==> src/hw/rtl/assert_macros.svh <==
// ---------------------------------------------------------------------------
// Assertion macros
// Clocked property checks, compiled out for synthesis.
// ---------------------------------------------------------------------------
`ifndef ASSERT_MACROS_SVH
`define ASSERT_MACROS_SVH
`ifndef SYNTHESIS
`define ASSERT_CLK(label, clk, rst, prop) \
   label: assert property (@(posedge clk) disable iff (rst) (prop)) \
      else $error("assertion failed");
`define ASSERT_CLK_NORST(label, clk, prop) \
   label: assert property (@(posedge clk) (prop)) \
      else $error("assertion failed");
`else
`define ASSERT_CLK(label, clk, rst, prop)
`define ASSERT_CLK_NORST(label, clk, prop)
`endif
`endif

==> src/hw/rtl/abspl_pkg.sv <==
// ---------------------------------------------------------------------------
// A/B slot boot planner package
// Record, result and configuration types, status and mode codes.
// ---------------------------------------------------------------------------
package abspl_pkg;

   localparam logic [2:0] ST_INVALID   = 3'd0;
   localparam logic [2:0] ST_UPDATING  = 3'd1;
   localparam logic [2:0] ST_UPDATED   = 3'd2;
   localparam logic [2:0] ST_TRIAL     = 3'd3;
   localparam logic [2:0] ST_CONFIRMED = 3'd4;

   localparam logic [1:0] MODE_BOOT    = 2'd0;
   localparam logic [1:0] MODE_CONFIRM = 2'd1;
   localparam logic [1:0] MODE_VERSION = 2'd2;

   localparam logic CSR_EXPECTED_MAGIC = 1'b0;
   localparam logic CSR_TRIAL_LIMIT    = 1'b1;

   localparam logic signed [1:0] BOOT_SAFE = -2'sd1;

   localparam logic [7:0] TRIAL_LIMIT_RESET = 8'd3;

   typedef struct packed {
      logic [31:0] expected_magic;
      logic [7:0]  trial_limit;
   } cfg_type;

   typedef struct packed {
      logic [1:0]  mode;
      logic [31:0] magic;
      logic        cand_slot;
      logic [2:0]  a_state;
      logic [2:0]  b_state;
      logic [31:0] trial_cnt;
      logic [31:0] rec_seq;
      logic [31:0] a_ver;
      logic [31:0] b_ver;
      logic        running_slot;
      logic [31:0] offer_ver;
   } req_type;

   typedef struct packed {
      logic signed [1:0] start_slot;
      logic              write_back;
      logic              version_ok;
      logic              new_cand_slot;
      logic [2:0]        new_a_state;
      logic [2:0]        new_b_state;
      logic [31:0]       new_trial_cnt;
      logic [31:0]       new_rec_seq;
   } rsp_type;

endpackage

==> src/hw/rtl/abspl_decide.sv <==
// ---------------------------------------------------------------------------
// A/B slot boot planner decision logic
// Boot plan, confirm and version check on one registered record.
// ---------------------------------------------------------------------------
module abspl_decide (
   input  abspl_pkg::cfg_type cfg,
   input  abspl_pkg::req_type req,
   output abspl_pkg::rsp_type rsp
);

   logic        magic_ok;
   logic        other_slot;
   logic [2:0]  cand_st;
   logic [2:0]  other_st;
   logic [2:0]  run_st;
   logic [31:0] seq_inc;
   logic [31:0] cnt_inc;
   logic        limit_hit;
   logic [31:0] base_a;
   logic [31:0] base;

   assign magic_ok   = (req.magic == cfg.expected_magic);
   assign other_slot = ~req.cand_slot;
   assign cand_st    = req.cand_slot ? req.b_state : req.a_state;
   assign other_st   = other_slot ? req.b_state : req.a_state;
   assign run_st     = req.running_slot ? req.b_state : req.a_state;
   assign seq_inc    = req.rec_seq + 32'd1;
   assign cnt_inc    = req.trial_cnt + 32'd1;
   assign limit_hit  = (req.trial_cnt >= {24'd0, cfg.trial_limit});
   assign base_a     = (req.a_state == abspl_pkg::ST_CONFIRMED) ? req.a_ver : 32'd0;
   assign base       = ((req.b_state == abspl_pkg::ST_CONFIRMED) &&
                        (req.b_ver > base_a)) ? req.b_ver : base_a;

   always_comb begin
      rsp.start_slot    = abspl_pkg::BOOT_SAFE;
      rsp.write_back    = 1'b0;
      rsp.version_ok    = 1'b0;
      rsp.new_cand_slot = req.cand_slot;
      rsp.new_a_state   = req.a_state;
      rsp.new_b_state   = req.b_state;
      rsp.new_trial_cnt = req.trial_cnt;
      rsp.new_rec_seq   = req.rec_seq;
      unique case (req.mode)
         abspl_pkg::MODE_BOOT: begin
            if (!magic_ok) begin
               rsp.start_slot = 2'sd0;
            end else if (cand_st == abspl_pkg::ST_CONFIRMED) begin
               rsp.start_slot = {1'b0, req.cand_slot};
            end else if (cand_st == abspl_pkg::ST_UPDATED) begin
               if (req.cand_slot) rsp.new_b_state = abspl_pkg::ST_TRIAL;
               else rsp.new_a_state = abspl_pkg::ST_TRIAL;
               rsp.new_trial_cnt = 32'd1;
               rsp.new_rec_seq   = seq_inc;
               rsp.write_back    = 1'b1;
               rsp.start_slot    = {1'b0, req.cand_slot};
            end else if (cand_st == abspl_pkg::ST_TRIAL) begin
               rsp.new_rec_seq = seq_inc;
               rsp.write_back  = 1'b1;
               if (limit_hit) begin
                  if (req.cand_slot) rsp.new_b_state = abspl_pkg::ST_INVALID;
                  else rsp.new_a_state = abspl_pkg::ST_INVALID;
                  if (other_st == abspl_pkg::ST_CONFIRMED) begin
                     rsp.new_cand_slot = other_slot;
                     rsp.start_slot    = {1'b0, other_slot};
                  end
               end else begin
                  rsp.new_trial_cnt = cnt_inc;
                  rsp.start_slot    = {1'b0, req.cand_slot};
               end
            end else if (other_st == abspl_pkg::ST_CONFIRMED) begin
               rsp.start_slot = {1'b0, other_slot};
            end
         end
         abspl_pkg::MODE_CONFIRM: begin
            if (magic_ok && ((run_st == abspl_pkg::ST_TRIAL) ||
                             (run_st == abspl_pkg::ST_UPDATED))) begin
               if (req.running_slot) rsp.new_b_state = abspl_pkg::ST_CONFIRMED;
               else rsp.new_a_state = abspl_pkg::ST_CONFIRMED;
               rsp.new_trial_cnt = 32'd0;
               rsp.new_rec_seq   = seq_inc;
               rsp.write_back    = 1'b1;
            end
         end
         abspl_pkg::MODE_VERSION: begin
            rsp.version_ok = (req.offer_ver >= base);
         end
         default: begin
         end
      endcase
   end

endmodule

==> src/hw/rtl/ab_slot_boot_planner_unit.sv <==
// ---------------------------------------------------------------------------
// A/B slot boot planner unit
// Plans the boot slot, confirms trials and checks versions on A/B records.
// Stages: input register, decision logic, result register.
// Throughput: one beat per cycle; busy is always low, the receiver cannot stall.
// Reset: synchronous, clears the valid pipeline and loads magic 0, attempts 3.
// ---------------------------------------------------------------------------
`include "assert_macros.svh"

module ab_slot_boot_planner_unit (
   input  logic              clock,
   input  logic              reset,
   input  logic              start,
   output logic              busy,
   input  logic [1:0]        req_mode,
   input  logic [31:0]       req_magic,
   input  logic              req_cand_slot,
   input  logic [2:0]        req_a_state,
   input  logic [2:0]        req_b_state,
   input  logic [31:0]       req_trial_cnt,
   input  logic [31:0]       req_rec_seq,
   input  logic [31:0]       req_a_ver,
   input  logic [31:0]       req_b_ver,
   input  logic              req_running_slot,
   input  logic [31:0]       req_offer_ver,
   output logic              rsp_strobe,
   output logic signed [1:0] rsp_start_slot,
   output logic              rsp_write_back,
   output logic              rsp_version_ok,
   output logic              rsp_new_cand_slot,
   output logic [2:0]        rsp_new_a_state,
   output logic [2:0]        rsp_new_b_state,
   output logic [31:0]       rsp_new_trial_cnt,
   output logic [31:0]       rsp_new_rec_seq,
   input  logic              csr_wr_en,
   input  logic              csr_index,
   input  logic [31:0]       csr_wdata
);

   abspl_pkg::cfg_type cfg_ff;
   abspl_pkg::req_type req_ff;
   abspl_pkg::req_type req_in;
   abspl_pkg::rsp_type rsp_ff;
   abspl_pkg::rsp_type rsp_in;
   logic               req_valid_ff;
   logic               rsp_valid_ff;

   assign busy = 1'b0;

   assign req_in.mode         = req_mode;
   assign req_in.magic        = req_magic;
   assign req_in.cand_slot    = req_cand_slot;
   assign req_in.a_state      = req_a_state;
   assign req_in.b_state      = req_b_state;
   assign req_in.trial_cnt    = req_trial_cnt;
   assign req_in.rec_seq      = req_rec_seq;
   assign req_in.a_ver        = req_a_ver;
   assign req_in.b_ver        = req_b_ver;
   assign req_in.running_slot = req_running_slot;
   assign req_in.offer_ver    = req_offer_ver;

   always_ff @(posedge clock) begin
      if (reset) begin
         cfg_ff.expected_magic <= 32'd0;
         cfg_ff.trial_limit    <= abspl_pkg::TRIAL_LIMIT_RESET;
      end else if (csr_wr_en) begin
         unique case (csr_index)
            abspl_pkg::CSR_EXPECTED_MAGIC: cfg_ff.expected_magic <= csr_wdata;
            abspl_pkg::CSR_TRIAL_LIMIT:    cfg_ff.trial_limit    <= csr_wdata[7:0];
            default: begin
            end
         endcase
      end
   end

   abspl_decide u_decide (
      .cfg (cfg_ff),
      .req (req_ff),
      .rsp (rsp_in)
   );

   always_ff @(posedge clock) begin
      if (reset) begin
         req_valid_ff <= 1'b0;
         rsp_valid_ff <= 1'b0;
      end else begin
         req_valid_ff <= start && !busy;
         rsp_valid_ff <= req_valid_ff;
      end
   end

   always_ff @(posedge clock) begin
      if (start && !busy) req_ff <= req_in;
      if (req_valid_ff) rsp_ff <= rsp_in;
   end

   assign rsp_strobe        = rsp_valid_ff;
   assign rsp_start_slot    = rsp_ff.start_slot;
   assign rsp_write_back    = rsp_ff.write_back;
   assign rsp_version_ok    = rsp_ff.version_ok;
   assign rsp_new_cand_slot = rsp_ff.new_cand_slot;
   assign rsp_new_a_state   = rsp_ff.new_a_state;
   assign rsp_new_b_state   = rsp_ff.new_b_state;
   assign rsp_new_trial_cnt = rsp_ff.new_trial_cnt;
   assign rsp_new_rec_seq   = rsp_ff.new_rec_seq;

   `ASSERT_CLK(a_beat_follows_start, clock, reset, (start && !busy) |=> ##1 rsp_strobe)
   `ASSERT_CLK(a_version_only_check, clock, reset, (rsp_strobe && rsp_version_ok) |-> (!rsp_write_back && (rsp_start_slot == abspl_pkg::BOOT_SAFE)))
   `ASSERT_CLK(a_seq_bumped, clock, reset, (rsp_strobe && rsp_write_back) |-> (rsp_new_rec_seq == ($past(req_rec_seq, 2) + 32'd1)))

endmodule

==> config.mk <==
export PLATFORM = sky130hd
export DESIGN_NAME = ab_slot_boot_planner_unit
export DESIGN_NICKNAME = d
export VERILOG_FILES = /design/src/hw/rtl/abspl_pkg.sv /design/src/hw/rtl/abspl_decide.sv /design/src/hw/rtl/ab_slot_boot_planner_unit.sv
export VERILOG_INCLUDE_DIRS = /design/src /design/src/hw/rtl
export SDC_FILE = /design/constraint.sdc
export NUM_CORES = 1
export LEC_CHECK = 0
export BUFFER_PORTS_ARGS = -buffer_cell sky130_fd_sc_hd__buf_4
export CORE_MARGIN = 2
export CORE_UTILIZATION = 49
export CTS_CLUSTER_DIAMETER = 60
export CTS_CLUSTER_SIZE = 12
export DETAILED_ROUTE_END_ITERATION = 8
export PLACE_DENSITY_LB_ADDON = 0.3
export SYNTH_ARGS = -nofsm -noshare
export SYNTH_HDL_FRONTEND = slang
export SYNTH_SLANG_ARGS = --single-unit
==> constraint.sdc <==
create_clock -name clock -period 8.9 [get_ports clock]
set_input_delay 1.78 -clock clock [delete_from_list [all_inputs] [get_ports clock]]
set_output_delay 1.78 -clock clock [all_outputs]
set_load 0.005 [all_outputs]
After elaboration in Yosys (flattened, before gate mapping):

Index checks and enable logic that the tools add are counted.

* add/subtract/negate cells: 2
* order comparisons: 3
* eq/ne operators: 11
* mux-type cells: 33
* bitwise logic cells: 2
* reductions and logical operators: 6

Operators by type and width (number)
* 71-bit two-way mux: 3
* 70-bit two-way mux: 2
* 70-bit one-hot mux with 2 select lines: 1
* 32-bit two-way mux: 3
* 32-bit by 1-bit adder with 32-bit output (second input constant): 2
* 32-bit equality test: 1
* 32-bit >= comparator: 1
* 32-bit by 8-bit >= comparator with 1-bit output: 1
* 32-bit greater-than comparator: 1
* 3-bit two-way mux: 10
* 3-bit by 2-bit equality test with 1-bit output (second input constant): 4
* 3-bit equality test (second input constant): 4
* 2-bit two-way mux: 5
* 1-bit two-way mux: 7
* 7-bit two-way mux: 1
* 2-bit AND reduction: 2
* 2-bit by 1-bit equality test with 1-bit output (second input constant): 1
* 2-bit equality test (second input constant): 1
* 1-bit logical AND: 2
* 2-bit logical NOT: 1
* 1-bit NOT: 2
* 1-bit one-hot mux with 2 select lines: 1
* 1-bit logical OR: 1

* flip-flop bits (word level): 319
* input bits: 239
* output and inout port bits: 77

Depth between registers and ports, before layout:

Gate-level depths: netlist of run 1.

* depth in word-level cells: 9
* gate-level depth with buffers: 20
* gate-level depth less buffers: 18

Hierarchy:

A second synthesis of run 1 with hierarchy kept.

* cells, all modules: 1051
* area total of the unflattened synthesis: 14360.0 µm²

Modules (own cells, without submodules)
* ab_slot_boot_planner_unit: instances 1, cells an instance 455, area an instance 10152.2 µm²
* abspl_decide: instances 1, cells an instance 596, area an instance 4207.8 µm²

Worst setup path after synthesis of run 1:

Ideal clock, no wire load.

* path kind: register -> register
* start: register req_ff[165] in the netlist's numbering
* end: register rsp_ff, in the netlist rsp_version_ok, data pin
* arrival time: 4681 ps
* required time: 8630 ps
* slack: 3949 ps
* stages on the path, launching flop included: 18
* buffers on the path: 2
* clock period less this slack: 4951 ps
* cell sequence: edfxtp_1 nor3b_1 clkbuf_1 nand2_1 ha_1 a21o_1 a221o_1 a221o_1 o21ai_1 buf_2 mux2_2 ha_1 and3_1 a2111o_1 a31oi_1 o211ai_1 a2111oi_0 nor4_1

* longest elaborated chain between the ends: 6

RTL lines
* start: declaration: RTL line ab_slot_boot_planner_unit.sv:41 `abspl_pkg::req_type req_ff;`
* start signal: assignment: RTL line ab_slot_boot_planner_unit.sv:93 `if (start && !busy) req_ff <= req_in;`
* 3-bit equality test *: RTL line abspl_decide.sv:30 `assign base_a = (req.a_state == abspl_pkg::ST_CONFIRMED) ? req.a_ver : 32'd0;`
* 32-bit two-way mux *: RTL line abspl_decide.sv:30
* 32-bit greater-than comparator: RTL line abspl_decide.sv:32 `(req.b_ver > base_a)) ? req.b_ver : base_a;`
* 1-bit logical AND: RTL line abspl_decide.sv:31 `assign base = ((req.b_state == abspl_pkg::ST_CONFIRMED) &&`
* 32-bit two-way mux *: RTL line abspl_decide.sv:32
* 32-bit >= comparator *: RTL line abspl_decide.sv:85 `rsp.version_ok = (req.offer_ver >= base);`
* end signal: assignment: RTL line ab_slot_boot_planner_unit.sv:94 `if (req_valid_ff) rsp_ff <= rsp_in;`
* end: declaration: RTL line ab_slot_boot_planner_unit.sv:43 `abspl_pkg::rsp_type rsp_ff;`

Mark *: on every way between the ends. The rest lies on a longest branch, timed or not.
A chain may end at the register's enable or synchronous reset.

Worst setup path after layout of run 1:

Ends and elaborated chain as after synthesis.

==> results by group, run 1 <==
Outcome
  • Outcome: finished, final reports clean

Yosys
  • Syn Area/Cell: 13.4 sq um
  • Top-area cell type share of the netlist area: 60.2%
  • Yosys top cell by area: edfxtp_1
  • Synthesized area: 0.0138 sq mm
  • Post-synth EDFFs: 277
  • Synth Flop Type: edfxtp_1
  • Synth cell types: 63
  • Synth cell count leaders: edfxtp_1, nand2_1, ha_1
  • Yosys warning count: 0
  • Post-synth ARST share: 0%
  • Count leader, synth: edfxtp_1
  • Seq/Total Area, Yosys: 66.3%
  • Yosys reg bits: 319
  • Ranking of synthesized cells by area: edfxtp_1, ha_1, dfxtp_1, nand2_1, xnor2_1
  • Post-synthesis net count: 1346
  • Post-synthesis cell count: 1032

STA
  • Slew margin rel.: 30.4%
  • Fmax: 178 MHz
  • Min Hold Slack: 0.457 ns
  • Clock Skew: 0.0245 ns
  • Setup TNS: 0 ns
  • Setup Viol. Count Final: 0
  • Final Hold Fails: 0
  • RSZ-0062 raised after global routing: no
  • Min Tclk post-route: 5.61 ns
  • Crit share post-route: 63.1%
  • Pins Over Slew Limit: 0
  • Pin slew with the least headroom to its limit: 1.04 ns

Route
  • Final wirelength: 30200 microns
  • First-pass detailed-route iteration total: 5
  • First-iteration detailed-routing DRC count: 641
  • Residual DRC: 0
  • Post-route ant nets: 0
  • WL/cell: 17.3 microns
  • Vias post-DR: 9093
  • Vias per cell: 5.20

Clock network
  • Htree depth: 1
  • # clock sinks: 319
  • Clk slew on worst S/H paths: 0.07 ns
  • Cts hold-fix bufs: 0
  • CTS root buffer: clkbuf_16
  • Clock latency on the worst-skew pair: 0.55 ns
  • Number of post-CTS setup repair buffers: 0
  • PostCTS Resize Cnt: 0
  • CTS buffer count: 31
  • TritonCTS clock tree: yes
  • Clock Tree Buf Depth: 3

Power
  • Logic pwr share: 10.7%
  • Power Dens Cells: 193 mW/mm^2
  • P_leak: 6.74 nW
  • Pwr Total: 3.37 mW
  • P_sw: 0.742 mW
  • Sw Ratio: 22.0%
  • Cell Int Power: 2.63 mW
  • Clock power frac: 35.2%
  • Power share of the sequential group: 54.2%
  • Max VDD drop: 0.142 mV

Critical path
  • Crit end category: flop
  • Max FO, Critical Path: 33
  • Worst EP required: 9.20 ns
  • Nature of the critical path startpoint: flop
  • Critical path type: reg -> reg
  • CP arrival: 5.91 ns

Finish
  • Post-layout util: 62.9%
  • Share of cells above drive strength 1: 28.9%
  • Nets: 1669
  • Area Overhead vs Synth: 26.5%

Die
  • Core area: 0.0278 sq mm
  • Num rows: 61
  • Io pins: 316
  • DIE WIDTH: 172 microns
  • Initial core utilization: 49.8%
  • Die area: 0.0296 sq mm
  • Die Height: 172 microns

GRT
  • Global route total overflow: 0
  • Pin count of the biggest net entering global routing: 130
  • Initial antenna violation count: 1
  • First-pass GRT wire length: 45900 microns
  • Vias in the first global route: 9027
  • Gr usage total: 19.9%

Placed design
  • DP HPWL: 22500 microns
  • Routability cong.: 0.905
  • Port-buffer cells: 314

Min path
  • Worst min-delay path class: reg -> reg

Flow run
  • MaxCap Viol Count: 0
## per-stage QoR
step                      std cells  setup slack, ns  cell area (sq um)
after floorplan                1032             3.95              13800
after global placement         1700             3.51              16600
after detailed placement       1700             3.31              16600
after CTS                      1746             3.31              17500
after global routing           1747             2.90              17500
final                          1747             3.29              17500
## cell type report
cell class	count	area, sq um
multi-input cells	629	4350
inverters	54	203
diodes	1	2.50
fillers	2195	10300
clock buffers	43	842
repair buffers	320	2410
flip-flops and latches	319	9160
well taps	378	473
clock inverters	3	42.5
## flip-flops by register name, indices dropped and copies added, names as in the netlist
register,cells
req_ff,202
rsp_new_b_state,3
rsp_new_rec_seq,32
rsp_new_a_state,3
rsp_version_ok,1
req_valid_ff,1
rsp_new_trial_cnt,32
cfg_ff,40
rsp_start_slot,2
rsp_write_back,1
rsp_new_cand_slot,1
rsp_strobe,1
## final timing paths
path | slack, ns | cells past startpoint | from | to
worst max register to register | 3.29 | 17 | req_ff[165] | rsp_version_ok
worst min register to register | 0.46 | 2 | cfg_ff[2] | cfg_ff[2]
worst min-delay path | 0.46 | 2 | cfg_ff[2] | cfg_ff[2]
worst max-delay path | 3.29 | 17 | req_ff[165] | rsp_version_ok
## power by group through the flow
stage               Clock, mW  Sequential, mW  Combinational [mW]
global route             1.27            1.84               0.403
detailed placement          0            1.86               0.358
finish                   1.19            1.82               0.359
floorplan                   0            1.83               0.172
global placement            0            1.85               0.350
CTS                      1.21            1.82               0.361
## worst max-delay path, cell delays in order, from the launching register on
cell and delay [ns]:
edfxtp_1 0.46, nor3b_2 0.18, buf_4 0.35, nand2_1 0.14, ha_1 0.31, and2_1 0.19, a221o_1 0.32, a221o_1 0.37
o21ai_2 0.43, buf_4 0.41, mux2_2 0.39, ha_1 0.29, a2111oi_0 0.45, o21ai_0 0.17, a311oi_1 0.30, nor2_1 0.12
a2111oi_0 0.35, nor4_1 0.09
## layer usage
| metal | up-vias | global-route usage [%] | share of wire [%] |
|---|---|---|---|
| met5 | - | 0 | 0 |
| met4 | 0 | 7.16 | 2.7 |
| met3 | 56 | 4.01 | 7.8 |
| met2 | 358 | 33.1 | 48 |
| met1 | 4231 | 26.1 | 41 |
| li1 | 4448 | - | - |
## layout by cell type (no fill, tap or decap), types with 6 or more instances in the layout
master	instances
a21o_1	15
a21oi_1	63
a31oi_1	11
and2_1	6
buf_4	319
clkbuf_1	11
clkbuf_16	32
dfxtp_1	41
edfxtp_1	277
ha_1	75
inv_1	54
mux2_2	29
nand2_1	143
nand3_1	18
nand4_1	36
nor2_1	23
nor2b_1	31
nor3_1	12
nor4_1	10
o21ai_0	17
xnor2_1	55
xor2_1	6
## cell families after synthesis
| group | Yosys count | share of synthesized area, % |
|---|---|---|
| simple gates | 305 | 11.0 |
| mux | 35 | 2.84 |
| buf+inv | 84 | 2.35 |
| compound gates | 152 | 6.86 |
| flops | 319 | 66.3 |
| other cells | 1 | 0.0271 |
| fa+ha+maj | 75 | 6.79 |
| xor+xnor | 61 | 3.86 |
Note: power is estimated with default switching activity, not from simulation.
==> run 2: changes to the inputs <==
--- a/config.mk
+++ b/config.mk
@@ -6,6 +6,7 @@
 export SDC_FILE = /design/constraint.sdc
 export NUM_CORES = 1
 export LEC_CHECK = 0
+export ABC_AREA = 1
 export BUFFER_PORTS_ARGS = -buffer_cell sky130_fd_sc_hd__buf_4
 export CORE_MARGIN = 2
 export CORE_UTILIZATION = 49
==> constraint.sdc (replaced) <==
create_clock -name clock -period 4.7 [get_ports clock]
set_input_delay 0.94 -clock clock [delete_from_list [all_inputs] [get_ports clock]]
set_output_delay 0.94 -clock clock [all_outputs]
set_load 0.005 [all_outputs]
==> run 2 against run 1 <==
  * Utilization shrank 0.98 points
  * Routed wire length grew 23%
  * Highest routed layer unchanged
  * Worst setup slack lost 2.9 ns
  * Largest cell class unchanged
  * Critical endpoint unchanged
==> results by group, run 2 <==
GRT
  • First-pass GRT wire length: 58900 microns
  • Initial antenna violation count: 5
  • Global route total overflow: 0
  • Vias in the first global route: 11700
  • Gr usage total: 22.3%
  • Pin count of the biggest net entering global routing: 108

Critical path
  • CP arrival: 4.71 ns
  • CP peak stage delay: 0.47 ns
  • Critical path type: reg -> reg
  • R2R Setup Slk: 0.42 ns
  • Crit-path slowest cell: edfxtp_1
  • Max FO, Critical Path: 33
  • Top cell by count, worst path: nand2_1
  • Worst Setup EP: rsp_version_ok
  • R2R Path End: rsp_version_ok
  • Worst EP required: 5.13 ns
  • Setup crit start: req_ff[164]
  • Crit-path cells: nor3_2 > buf_4 > nand2_1 > ha_1 > nand2_1 > nor2_1 > nand2_1 > nor4_2 > nand2_1 > nand2_1 > nand2_1 > buf_4 > nand2_1 > nand2_1 > ha_1 > nand2_1 > nor3_1 > and3_1 > nand4_1 > nand3_1 > nand2_1 > inv_1
  • Crit end category: flop
  • Stages on worst setup path: 22
  • Delay-heaviest family, CP: simple AND/OR/NAND/NOR gates
  • Nature of the critical path startpoint: flop
  • R2R depth: 22
  • RR Startpoint: req_ff[164]
  • Buffers plus inverters on the worst setup path: 3

Route
  • Vias post-DR: 11900
  • Residual DRC: 0
  • First-iteration detailed-routing DRC count: 871
  • First-pass detailed-route iteration total: 7
  • Vias per cell: 5.19
  • Final wirelength: 37200 microns
  • WL/cell: 16.3 microns
  • Post-route ant nets: 0

Yosys
  • Synthesized area: 0.0154 sq mm
  • Post-synthesis net count: 1866
  • Ranking of synthesized cells by area: edfxtp_1, nand2_1, ha_1, dfxtp_1, inv_1
  • Yosys top cell by area: edfxtp_1
  • Post-synthesis compound-gate area fraction: 6.28%
  • Post-synth ARST share: 0%
  • Synth cell count leaders: nand2_1, edfxtp_1, inv_1
  • Yosys warning count: 0
  • Multiplexer area fraction after synthesis: 0%
  • Post-synthesis adder-cell area fraction: 6.10%
  • Post-Synth XOR/XNOR Area: 1.42%
  • Count leader, synth: nand2_1
  • Top-area cell type share of the netlist area: 54.1%
  • Synth Flop Type: edfxtp_1
  • Synth Area in Simple Gates: 21.0%
  • Post-synth EDFFs: 277
  • Yosys reg bits: 319
  • Post-synthesis cell count: 1552
  • Synth cell types: 43
  • Main combinational cell family by area after synthesis: simple AND/OR/NAND/NOR gates
  • Seq/Total Area, Yosys: 59.5%
  • Syn Area/Cell: 9.91 sq um

Placed design
  • Routability cong.: 0.874
  • Place WS: 0.334 ns
  • Port-buffer cells: 314
  • DP HPWL: 27700 microns

Die
  • Io pins: 316
  • Initial core utilization: 50.0%
  • Die Height: 181 microns
  • Core area: 0.0307 sq mm
  • Die area: 0.0328 sq mm
  • DIE WIDTH: 181 microns
  • Num rows: 64

Clock network
  • CTS root buffer: clkbuf_16
  • Clock latency on the worst-skew pair: 0.55 ns
  • # clock sinks: 319
  • Htree depth: 1
  • CTS buffer count: 31
  • Number of post-CTS setup repair buffers: 0
  • Clock Tree Buf Depth: 3
  • Clk slew on worst S/H paths: 0.06 ns
  • TritonCTS clock tree: yes

Flow run
  • MaxCap Viol Count: 0

STA
  • Setup TNS: 0 ns
  • Setup slack after layout: 0.424 ns
  • Pins Over Slew Limit: 0
  • Slew margin rel.: 29.1%
  • Setup Viol. Count Final: 0
  • Pin slew with the least headroom to its limit: 1.06 ns
  • Min Tclk post-route: 4.28 ns
  • Fmax: 234 MHz
  • Crit share post-route: 91.0%
  • Clock Skew: 0.0182 ns
  • RSZ-0062 raised after global routing: no
  • Final Hold Fails: 0

Finish
  • Area Overhead vs Synth: 23.9%
  • Commonest non-fill, non-tap cell in the layout: nand2_1
  • Number of flip-flops in the largest register: 202
  • Nets: 2184
  • Biggest regs: req_ff (202), cfg_ff (40)
  • Share of cells above drive strength 1: 21.2%
  • Reg with most FFs: req_ff
  • Commonest non-fill, non-tap cells in the layout: nand2_1, buf_4, edfxtp_1, inv_1, nor2_1

Outcome
  • Outcome: finished, final reports clean

Min path
  • Worst min-delay path class: reg -> reg
  • Critical hold path startpoint: cfg_ff[27]

Power
  • Max VDD drop: 0.308 mV
  • P_leak: 8.18 nW
  • Power Dens Cells: 347 mW/mm^2
run 2: cell type report:
cell class	instances	area [sq um]
Clock inverter	4	43.8
Inverter	176	663
Tap cell	396	495
Fill cell	2452	11700
Multi-Input combinational cell	1018	5380
Sequential cell	319	9160
Timing Repair Buffer	324	2450
Antenna cell	5	12.5
Clock buffer	44	845
run 2: repair_timing:
action / in CTS / in global routing
hold buffers: 0 / 0
endpoints found under the setup margin: 0 / 1
resized for setup: 0 / 1
endpoints found under the hold margin: 0 / 0
run 2: worst min-delay path by stage:
stage | endpoint | slack, ns | depth (start not counted)
6_report | cfg_ff[27] | 0.47 | 2
5_1_grt | cfg_ff[5] | 0.49 | 2
4_1_cts | cfg_ff[27] | 0.47 | 2
3_5_place_dp | cfg_ff[27] | 0.46 | 2
3_3_place_gp | cfg_ff[25] | 0.45 | 2
2_1_floorplan | cfg_ff[2] | 0.44 | 2
run 2: cell families (layout without fill, tap and decap cells):
group	Yosys count	in the layout
AO/OA/AOI/OAI	174	174
XOR/XNOR	25	25
adder cells (fa/ha/maj)	75	75
buffers and inverters	215	548
flip-flops	319	319
other	1	6
AND/OR/NAND/NOR	743	743
run 2: worst min-delay path, stage by stage (launching register included):
cell and delay [ns]:
dfxtp_1 0.31, inv_1 0.06, a21oi_1 0.05
run 2: per-stage QoR:
step	utilization, %	power (mW)	instances	instance area, sq um	hold WS (ns)
detailed placement	59.0	4.40	2233	18100	0.464
CTS	61.9	6.66	2281	19000	0.474
floorplan	-	3.95	1552	15400	0.435
global placement	59.0	4.37	2233	18100	0.453
global route	61.9	6.91	2281	19000	0.493
finish	62.0	6.61	2286	19100	0.469
run 2: where the power goes:
part	leakage, nW	switching, mW	internal, mW
sequential	3.02	0.142	3.33
clock	0.433	0.980	1.28
combinational	4.73	0.471	0.402
total	8.18	1.59	5.02
run 2: per-layer routing:
metal | GRT usage (%) | up-vias | wire length, microns
met5 | 0 | - | 0
met4 | 5.79 | 0 | 742
met3 | 4.64 | 63 | 3150
met2 | 37.8 | 475 | 17900
met1 | 29.3 | 5458 | 15500
li1 | - | 5861 | -
